===== config.mk =====
export PLATFORM = sky130hd
export DESIGN_NAME = fixed_width_number_to_ascii_flat
export DESIGN_NICKNAME = d
export VERILOG_FILES = /design/src/design/fnta_pkg.sv /design/src/design/fnta_in_if.sv /design/src/design/fnta_out_if.sv /design/src/design/fixed_width_number_to_ascii.sv /design/src/flat_wrapper.sv
export SDC_FILE = /design/constraint.sdc
export NUM_CORES = 1
export LEC_CHECK = 0
export ABC_CLOCK_PERIOD_IN_PS = 21100
export BUFFER_PORTS_ARGS = -buffer_cell sky130_fd_sc_hd__buf_2
export CAP_MARGIN = 25
export CORE_ASPECT_RATIO = 1.1
export CORE_MARGIN = 1
export CORE_UTILIZATION = 59
export DETAILED_ROUTE_END_ITERATION = 7
export PLACE_DENSITY = 0.76
export SLEW_MARGIN = 20
export SYNTH_ARGS = -nofsm -noshare
export SYNTH_HDL_FRONTEND = slang
export SYNTH_SLANG_ARGS = --single-unit

===== constraint.sdc =====
create_clock -name clk -period 21.1 [get_ports clk]
set_input_delay 3.165 -clock clk [delete_from_list [all_inputs] [get_ports clk]]
set_output_delay 3.165 -clock clk [all_outputs]
set_load 0.01 [all_outputs]

===== src/design/fnta_pkg.sv =====
// shared types, constants and control store for the number to ascii converter
`default_nettype none
package fnta_pkg;

	localparam int unsigned VALUE_BITS = 32;
	localparam int unsigned MAX_DIGITS = 16;

	localparam logic [1:0] MODE_UDEC = 2'd0;
	localparam logic [1:0] MODE_SDEC = 2'd1;
	localparam logic [1:0] MODE_HEX  = 2'd2;
	localparam logic [1:0] MODE_BIN  = 2'd3;

	localparam logic [4:0] MAXD_UDEC = 5'd10;
	localparam logic [4:0] MAXD_SDEC = 5'd10;
	localparam logic [4:0] MAXD_HEX  = 5'd8;
	localparam logic [4:0] MAXD_BIN  = 5'd16;

	localparam logic [6:0] CH_ZERO  = 7'h30;
	localparam logic [6:0] CH_A     = 7'h41;
	localparam logic [6:0] CH_PLUS  = 7'h2B;
	localparam logic [6:0] CH_MINUS = 7'h2D;

	// floor(v / 10) = (v * DIV10_RECIP) >> DIV10_SHIFT for any 32-bit v
	localparam logic [31:0] DIV10_RECIP = 32'hCCCC_CCCD;
	localparam int unsigned DIV10_SHIFT = 35;

	typedef logic [2:0] step_t;

	typedef enum logic [2:0] {
		C_ALWAYS,
		C_NO_IN,
		C_NO_DIGITS,
		C_MORE_DIG,
		C_MORE_EMIT
	} cond_t;

	typedef struct packed {
		logic  load;
		logic  mul;
		logic  dig;
		logic  emit_sign;
		logic  emit_dig;
		cond_t cond;
		step_t target;
	} uword_t;

	localparam step_t ST_IDLE = 3'd0;
	localparam step_t ST_SIGN = 3'd1;
	localparam step_t ST_MUL  = 3'd2;
	localparam step_t ST_DIG  = 3'd3;
	localparam step_t ST_EMIT = 3'd4;
	localparam step_t ST_DONE = 3'd5;

	function automatic uword_t ucode(input step_t step);
		uword_t w;
		w = '{load: 1'b0, mul: 1'b0, dig: 1'b0, emit_sign: 1'b0, emit_dig: 1'b0,
			cond: C_ALWAYS, target: ST_IDLE};
		unique case (step)
			ST_IDLE: begin
				w.load   = 1'b1;
				w.cond   = C_NO_IN;
				w.target = ST_IDLE;
			end
			ST_SIGN: begin
				w.emit_sign = 1'b1;
				w.cond      = C_NO_DIGITS;
				w.target    = ST_IDLE;
			end
			ST_MUL: begin
				w.mul    = 1'b1;
				w.cond   = C_ALWAYS;
				w.target = ST_DIG;
			end
			ST_DIG: begin
				w.dig    = 1'b1;
				w.cond   = C_MORE_DIG;
				w.target = ST_MUL;
			end
			ST_EMIT: begin
				w.emit_dig = 1'b1;
				w.cond     = C_MORE_EMIT;
				w.target   = ST_EMIT;
			end
			default: begin
				w.cond   = C_ALWAYS;
				w.target = ST_IDLE;
			end
		endcase
		return w;
	endfunction

endpackage
`default_nettype wire


===== src/design/fnta_in_if.sv =====
// input channel: number, digit count, line, start column and mode
`default_nettype none
interface fnta_in_if;
	logic        valid;
	logic        ready;
	logic [1:0]  mode;
	logic [31:0] value;
	logic [4:0]  digit_count;
	logic [2:0]  row;
	logic [4:0]  start_column;

	modport source (output valid, mode, value, digit_count, row, start_column, input ready);
	modport sink (input valid, mode, value, digit_count, row, start_column, output ready);
endinterface
`default_nettype wire


===== src/design/fnta_out_if.sv =====
// output channel: one tagged ascii character per beat
`default_nettype none
interface fnta_out_if;
	logic       valid;
	logic       ready;
	logic [2:0] out_row;
	logic [4:0] column;
	logic [6:0] char_code;
	logic       last;

	modport source (output valid, out_row, column, char_code, last, input ready);
	modport sink (input valid, out_row, column, char_code, last, output ready);
endinterface
`default_nettype wire


===== src/design/fixed_width_number_to_ascii.sv =====
// fixed width number to ascii converter, microcoded digit sequencer
// sequence: a sign step after accept, then a multiply step and a digit step per digit through the
// shared reciprocal multiplier, then the emit step repeats per digit, most significant first
// a new number is accepted only in the load step, once the previous number is finished;
// the output register lets the final beat wait while the next number is loaded
// arst_n clears the step counter and output valid; payload registers are not reset
`default_nettype none
module fixed_width_number_to_ascii (
	input  wire logic   clk,
	input  wire logic   arst_n,
	fnta_in_if.sink     din,
	fnta_out_if.source  dout
);

	fnta_pkg::step_t  pc_q;
	fnta_pkg::step_t  pc_d;
	fnta_pkg::uword_t uw;

	logic [31:0] val_q;
	logic [1:0]  mode_q;
	logic        neg_q;
	logic [2:0]  row_q;
	logic [4:0]  col_q;
	logic [4:0]  cnt_q;
	logic [4:0]  idx_q;
	logic [63:0] prod_q;
	logic [3:0]  digs_q [fnta_pkg::MAX_DIGITS];

	logic        out_valid_q;
	logic [2:0]  out_row_q;
	logic [4:0]  column_q;
	logic [6:0]  char_q;
	logic        last_q;

	logic        accept;
	logic        emit_sign_now;
	logic        emitting;
	logic        stall;
	logic        jmp;
	logic [4:0]  maxd;
	logic [4:0]  cnt_in;
	logic        neg_in;
	logic [31:0] mag_in;
	logic [28:0] quot;
	logic [31:0] quot10;
	logic [31:0] rem;
	logic [3:0]  dig;
	logic [31:0] val_next;
	logic [4:0]  rd_idx;
	logic [3:0]  emit_d;
	logic [6:0]  emit_char;

	assign uw            = fnta_pkg::ucode(pc_q);
	assign accept        = uw.load && din.valid;
	assign din.ready     = uw.load;
	assign emit_sign_now = uw.emit_sign && (mode_q == fnta_pkg::MODE_SDEC);
	assign emitting      = emit_sign_now || uw.emit_dig;
	assign stall         = emitting && out_valid_q && !dout.ready;

	// per mode digit limit
	always_comb begin
		unique case (din.mode)
			fnta_pkg::MODE_UDEC: maxd = fnta_pkg::MAXD_UDEC;
			fnta_pkg::MODE_SDEC: maxd = fnta_pkg::MAXD_SDEC;
			fnta_pkg::MODE_HEX:  maxd = fnta_pkg::MAXD_HEX;
			default:             maxd = fnta_pkg::MAXD_BIN;
		endcase
	end

	assign cnt_in = (din.digit_count > maxd) ? maxd : din.digit_count;
	assign neg_in = (din.mode == fnta_pkg::MODE_SDEC) && din.value[31];
	assign mag_in = neg_in ? (32'd0 - din.value) : din.value;

	// digit extraction
	assign quot   = prod_q[63:fnta_pkg::DIV10_SHIFT];
	assign quot10 = {quot, 3'b000} + {2'b00, quot, 1'b0};
	assign rem    = val_q - quot10;

	always_comb begin
		unique case (mode_q)
			fnta_pkg::MODE_HEX: begin
				dig      = val_q[3:0];
				val_next = {4'd0, val_q[31:4]};
			end
			fnta_pkg::MODE_BIN: begin
				dig      = {3'd0, val_q[0]};
				val_next = {1'b0, val_q[31:1]};
			end
			default: begin
				dig      = rem[3:0];
				val_next = {3'd0, quot};
			end
		endcase
	end

	assign rd_idx    = idx_q - 5'd1;
	assign emit_d    = digs_q[rd_idx[3:0]];
	assign emit_char = (emit_d < 4'd10) ? (fnta_pkg::CH_ZERO + {3'd0, emit_d})
		: (fnta_pkg::CH_A + {3'd0, emit_d} - 7'd10);

	// sequencer branch
	always_comb begin
		unique case (uw.cond)
			fnta_pkg::C_ALWAYS:    jmp = 1'b1;
			fnta_pkg::C_NO_IN:     jmp = !din.valid;
			fnta_pkg::C_NO_DIGITS: jmp = (cnt_q == 5'd0);
			fnta_pkg::C_MORE_DIG:  jmp = ((idx_q + 5'd1) < cnt_q);
			fnta_pkg::C_MORE_EMIT: jmp = (idx_q > 5'd1);
			default:               jmp = 1'b1;
		endcase
		if (stall) begin
			pc_d = pc_q;
		end else if (jmp) begin
			pc_d = uw.target;
		end else begin
			pc_d = pc_q + 3'd1;
		end
	end

	always_ff @(posedge clk or negedge arst_n) begin
		if (!arst_n) begin
			pc_q        <= fnta_pkg::ST_IDLE;
			out_valid_q <= 1'b0;
			idx_q       <= '0;
		end else begin
			pc_q <= pc_d;
			if (emitting && !stall) begin
				out_valid_q <= 1'b1;
			end else if (dout.ready) begin
				out_valid_q <= 1'b0;
			end
			if (accept) begin
				idx_q <= '0;
			end else if (uw.dig) begin
				idx_q <= idx_q + 5'd1;
			end else if (uw.emit_dig && !stall) begin
				idx_q <= idx_q - 5'd1;
			end
		end
	end

	always_ff @(posedge clk) begin
		if (accept) begin
			val_q  <= mag_in;
			mode_q <= din.mode;
			neg_q  <= neg_in;
			row_q  <= din.row;
			col_q  <= din.start_column;
			cnt_q  <= cnt_in;
		end
		if (uw.mul) begin
			prod_q <= 64'(val_q) * 64'(fnta_pkg::DIV10_RECIP);
		end
		if (uw.dig) begin
			digs_q[idx_q[3:0]] <= dig;
			val_q              <= val_next;
		end
		if (emitting && !stall) begin
			out_row_q <= row_q;
			column_q  <= col_q;
			col_q     <= col_q + 5'd1;
			if (emit_sign_now) begin
				char_q <= neg_q ? fnta_pkg::CH_MINUS : fnta_pkg::CH_PLUS;
				last_q <= (cnt_q == 5'd0);
			end else begin
				char_q <= emit_char;
				last_q <= (idx_q == 5'd1);
			end
		end
	end

	assign dout.valid     = out_valid_q;
	assign dout.out_row   = out_row_q;
	assign dout.column    = column_q;
	assign dout.char_code = char_q;
	assign dout.last      = last_q;

endmodule
`default_nettype wire


===== src/flat_wrapper.sv =====
// flat-port wrapper written by rule: the top's interface ports become plain ports
module fixed_width_number_to_ascii_flat 
  (clk, arst_n, din_valid, din_mode, din_value, din_digit_count, din_row, din_start_column, din_ready, dout_valid, dout_out_row, dout_column, dout_char_code, dout_last, dout_ready);
  fnta_in_if din_i ();
  fnta_out_if dout_i ();
  input  wire logic clk;
  input  wire logic arst_n;
  input wire logic [$bits(din_i.valid)-1:0] din_valid;
  input wire logic [$bits(din_i.mode)-1:0] din_mode;
  input wire logic [$bits(din_i.value)-1:0] din_value;
  input wire logic [$bits(din_i.digit_count)-1:0] din_digit_count;
  input wire logic [$bits(din_i.row)-1:0] din_row;
  input wire logic [$bits(din_i.start_column)-1:0] din_start_column;
  output wire logic [$bits(din_i.ready)-1:0] din_ready;
  output wire logic [$bits(dout_i.valid)-1:0] dout_valid;
  output wire logic [$bits(dout_i.out_row)-1:0] dout_out_row;
  output wire logic [$bits(dout_i.column)-1:0] dout_column;
  output wire logic [$bits(dout_i.char_code)-1:0] dout_char_code;
  output wire logic [$bits(dout_i.last)-1:0] dout_last;
  input wire logic [$bits(dout_i.ready)-1:0] dout_ready;
  assign din_i.valid = din_valid;
  assign din_i.mode = din_mode;
  assign din_i.value = din_value;
  assign din_i.digit_count = din_digit_count;
  assign din_i.row = din_row;
  assign din_i.start_column = din_start_column;
  assign din_ready = din_i.ready;
  assign dout_valid = dout_i.valid;
  assign dout_out_row = dout_i.out_row;
  assign dout_column = dout_i.column;
  assign dout_char_code = dout_i.char_code;
  assign dout_last = dout_i.last;
  assign dout_i.ready = dout_ready;
  fixed_width_number_to_ascii u_core (.clk(clk), .arst_n(arst_n), .din(din_i), .dout(dout_i));
endmodule

* Word level (Yosys, flattened, before mapping)
Memory sizes are Yosys's and may differ from the RTL's.
Cells that the tools add are included.
** Cells by class
- $add $sub $neg :: 10
- Multipliers :: 1
- Div/mod/pow operators :: 0
- Order comparisons :: 4
- Eq/ne operators :: 14
- Shift-type cells :: 0
- Mux-type cells :: 28
- Bitwise logic cells :: 0
- Reductions and logical operators :: 19
** Operators with widths (number)
- $mux W32 :: 3
- $mul A32 B32 Y64 const B :: 1
- $pmux W31 S2 :: 1
- $sub A1 B32 Y32 const A :: 1
- $mux W5 :: 6
- $pmux W6 S5 :: 1
- $mux W7 :: 2
- $eq A3 B2 Y1 const B :: 4
- $add A5 B1 Y5 const B :: 2
- $mux W1 :: 10
- $pmux W5 S2 :: 1
- $pmux W4 S2 :: 1
- $add A6 B4 Y7 const A :: 1
- $add A7 B4 Y7 const A :: 1
- $logic_and A1 B1 Y1 :: 7
- $sub A7 B4 Y7 const B :: 1
- $eq A2 B2 Y1 const B :: 3
- $eq A3 B1 Y1 const B :: 2
- $eq A3 B3 Y1 const B :: 2
- $mux W3 :: 2
- $reduce_bool A2 Y1 :: 3
- $eq A5 B1 Y1 const B :: 1
- $gt A5 B1 Y1 const B :: 1
- $gt A5 B5 Y1 :: 1
- other kinds (15) :: 18
** Storage, ports and cells
- Register bits after elaboration :: 137
- Latch bits :: 0
- RAM bits :: 64
- Bits in read-only memories :: 0
- Input port bits :: 51
- Output and inout bits :: 18
- Logic and storage cells :: 91
- Memories :: 1
** Memory list
- u_core.digs_q :: words 16, width 4, read ports 1, clocked after memory_dff 0, wr ports 1, RTL line fixed_width_number_to_ascii.sv:27 : logic [3:0] digs_q [fnta_pkg::MAX_DIGITS];

* Depth between registers and ports, before layout
- Depth in word-level cells :: 11
- Gate-level depth with buffers :: 25
- Mapped depth without buffers :: 25

* Worst setup path before layout
Ideal clock, no wire load.
- Kind :: register -> register
- Start :: register u_core.val_q[9]
- End :: register u_core.prod_q[63] (data pin)
- Setup time :: 0.260 ns
- Arrival :: 6.886 ns
- Data required time :: 20.840 ns
- Setup slack :: 13.954 ns
- Stages on the path, launching flop included :: 25
- Buffers on the path :: 1
- Clock period less this slack :: 7.146 ns
- Path through :: edfxtp_1 -> ha_1 -> clkbuf_1 -> xor2_1 -> ha_1 -> a21o_1 -> fa_1 -> inv_1 -> fa_1 -> inv_1 -> fa_1 -> fa_1 -> fa_1 -> inv_1 -> fa_1 -> inv_1 -> ha_1 -> and3_1 -> a2111oi_4 -> o31ai_2 -> o31ai_4 -> a41oi_4 -> a211oi_4 -> o221ai_2 -> xnor2_1
** On the way
- Word-level cells in the longest chain between the ends :: 1
** Ends and longest elaborated chain
- start, declared :: RTL line fixed_width_number_to_ascii.sv:19 : logic [31:0] val_q;
- start signal, assigned :: RTL line fixed_width_number_to_ascii.sv:144 : val_q <= mag_in;
- start signal, assigned :: RTL line fixed_width_number_to_ascii.sv:156 : val_q <= val_next;
- $mul A32 B32 Y64 :: RTL line fixed_width_number_to_ascii.sv:152 : prod_q <= 64'(val_q) * 64'(fnta_pkg::DIV10_RECIP);
- end signal, assigned :: RTL line fixed_width_number_to_ascii.sv:152
- end, declared :: RTL line fixed_width_number_to_ascii.sv:26 : logic [63:0] prod_q;
No other way between the ends.
A chain may end at the register's enable or synchronous reset.

* Final worst setup path
- Start :: register u_core.val_q[19]
- End :: register u_core.prod_q[60] (data pin)
Same word-level chain as after synthesis.

==> impl_metrics.yaml <==
outcome:
  status: "complete, no violations"
timing:
  max_slew_margin_pct: 21.7
  timing.hold.ws_ns: 0.420
  hold_violations: 0
  finalSetupViolations: 0
  skew_ns: 0.0105
  min_period_ns: 8.47
  rsz0062_at_grt: "false"
  max_clock_freq_ghz: 0.118
  tightest_slew_ns: 1.16
  tns_ns: 0
  drv_slew: 0
  period_share_pct: 40.1
die:
  die-area_um2: 43100
  ios: 69
  row_count: 78
  die_h_um: 218
  start_util_pct: 60.2
  dieWidth_um: 198
  fp.coreArea_um2: 41500
global_routing:
  grt_pass1_wl_mm: 106
  grt_max_degree: 74
  grt_use_total_pct: 33.3
  first_global_vias: 18400
  antenna_found_initial: 0
  overflow: 0
setup_path:
  crit_type: "flip-flop to flip-flop"
  reg2reg_slack_ns: 12.63
  cp-start-kind: "flip-flop"
  ff2ff_path_depth: 22
  crit_path_end_kind: "flip-flop"
  cp_max_fo: 7
  worstPathArrival_ns: 8.70
  cp_data_required_time_ns: 21.33
placed_design:
  dpl.hpwl_mm: 59.4
  place_congestion: 1.05
  portBuffers: 68
clock_tree:
  clk_latency_ns: 0.43
  numCtsBuffers: 17
  post_cts_buffers: 0
  clock-sinks: 166
  htreeDepth: 4
  cts_resized: 0
  clk_pin_slew_ns: 0.07
  root_buffer: "clkbuf_16"
  cts_buffer_depth: 2
  hold_buffers: 0
  cts_tree: "yes"
layout:
  final_common_cell: "inv_1"
  drive_gt1_share_pct: 6.61
  most-common-layout-cells: "inv_1 (615), fa_1 (386), ha_1 (367), edfxtp_1 (157), nand2_1 (99)"
  diodes: 0
  postLayoutCoreUtil_pct: 63.9
  nNetsFinal: 3212
  syn_to_final_growth_pct: 6.11
synth:
  syn_nets: 3159
  postSynthAreaPerCell_um2: 10.6
  syn_area_um2: 25000
  postSynthCellCount: 2354
  netlist-cell-type-count: 74
  yosys_warnings: 0
  ys_seq_elements: 166
  ys_async_sr_fraction_pct: 5.42
  yosysSeqAreaShare_pct: 19.8
  synth-edff-count: 157
  synthFlopType: "edfxtp_1"
route:
  totalWireLength_mm: 68.2
  dr.pass1.iters: 5
  wl_per_cell_um: 22.9
  drcViolationCount: 0
  via_per_inst: 5.72
  dr.first_iter.drc_count: 1102
  vias: 17000
  ant_nets: 0
job:
  drv_cap: 0
min_path:
  min_path_cells: 0
  min_path_type: "flip-flop to flip-flop"
-- worst max-delay path: stages (launching register included) --
cell,delay (ns)
edfxtp_1,0.61
ha_1,0.54
inv_1,0.18
fa_1,0.54
inv_1,0.06
fa_1,0.49
inv_1,0.05
fa_1,0.50
inv_1,0.07
fa_1,0.61
fa_1,0.45
fa_1,0.51
fa_1,0.42
ha_1,0.39
nand3_1,0.12
nor2_1,0.22
and2_1,0.19
nand3_1,0.08
o31ai_1,0.93
o211ai_1,0.39
a21oi_1,0.47
nor2_1,0.14
o311ai_0,0.30
-- layer usage --
layer | GRT usage [%] | part of all wire, % | wire length (µm)
met1 | 41.7 | 39 | 26900
met2 | 55.7 | 49 | 33400
met3 | 4.66 | 5.2 | 3580
met4 | 18.2 | 6.4 | 4350
met5 | 0 | 0 | 0
-- sequential cells by signal, indices dropped and copies added, names as in the netlist, 2 cells and up --
signal                 cells
u_core.col_q               5
u_core.digs_q             64
u_core.pc_q                3
u_core.val_q              32
u_core.cnt_q               5
u_core.row_q               3
u_core.dout.char_code      7
u_core.mode_q              2
u_core.dout.out_row        3
u_core.prod_q             29
u_core.dout.column         5
u_core.idx_q               5
-- worst paths after layout --
check	endpoint	startpoint
setup / recovery	u_core.prod_q[60]$_DFFE_PN_	u_core.val_q[19]$_DFFE_PP_
hold / removal	u_core.dout.out_row[1]$_DFFE_PP_	u_core.row_q[1]$_DFFE_PP_
setup reg to reg	u_core.prod_q[60]$_DFFE_PN_	u_core.val_q[19]$_DFFE_PP_
hold reg to reg	u_core.dout.out_row[1]$_DFFE_PP_	u_core.row_q[1]$_DFFE_PP_
max in group asynchronous	u_core.idx_q[2]$_DFFE_PN0P_	arst_n
min in group asynchronous	u_core.pc_q[2]$_DFFE_PN0N_	arst_n
-- synth_stat cells (5+ instances only) --
library cell	n	area [µm²]
o22ai_1	6	37.5
nand2_1	99	372
a21o_1	40	300
and3_1	12	75.1
o31ai_1	7	52.6
a21oi_1	74	370
nand3_1	27	135
o21a_1	7	52.6
edfxtp_1	157	4710
inv_1	615	2310
mux2_2	5	56.3
xnor2_1	57	499
nor4_1	6	37.5
xor2_1	61	534
nor3_1	20	100
mux2i_1	27	270
nor2b_1	8	50.1
nand2b_1	10	62.6
o211ai_1	37	278
buf_1	6	22.5
o21bai_1	8	60.1
nand4_1	11	68.8
o21ai_0	64	320
and2_1	14	87.6
or4_1	6	45.0
dfrtp_1	9	225
fa_1	386	7730
ha_1	368	4600
clkbuf_1	33	124
mux4_2	16	360
nor2_1	72	270
a31oi_1	14	87.6
-- area by class of cell --
class	count	area, µm²
multi-input cells	1526	17600
fillers	3349	15000
flip-flops and latches	166	4940
inverters	618	2320
well taps	560	701
clock buffers	18	429
repair buffers	78	415
clock inverters	14	133
-- metrics by stage --
| stage | instances | instance area [µm²] | worst slack, ns |
|---|---|---|---|
| 2_1_floorplan | 2354 | 25000 | 13.95 |
| 3_3_place_gp | 2948 | 25900 | 13.02 |
| 3_5_place_dp | 2948 | 25900 | 12.88 |
| 4_1_cts | 2980 | 26500 | 12.83 |
| 5_1_grt | 2980 | 26500 | 12.41 |
| 6_report | 2980 | 26500 | 12.63 |
-- kinds of logic (layout without fill, tap and decap cells) --
group | count (synthesis) | count (layout) | synth area share (%)
XOR/XNOR | 118 | 118 | 4.14
AO/OA/AOI/OAI | 301 | 301 | 8.13
flip-flops | 166 | 166 | 19.8
multiplexers | 48 | 48 | 2.75
AND/OR/NAND/NOR | 305 | 305 | 5.82
buffers and inverters | 662 | 728 | 9.99
adder cells (fa/ha/maj) | 754 | 754 | 49.4
Power is not shown: default switching activity piles up to over one toggle a cycle in this logic, so the estimate is an artifact.
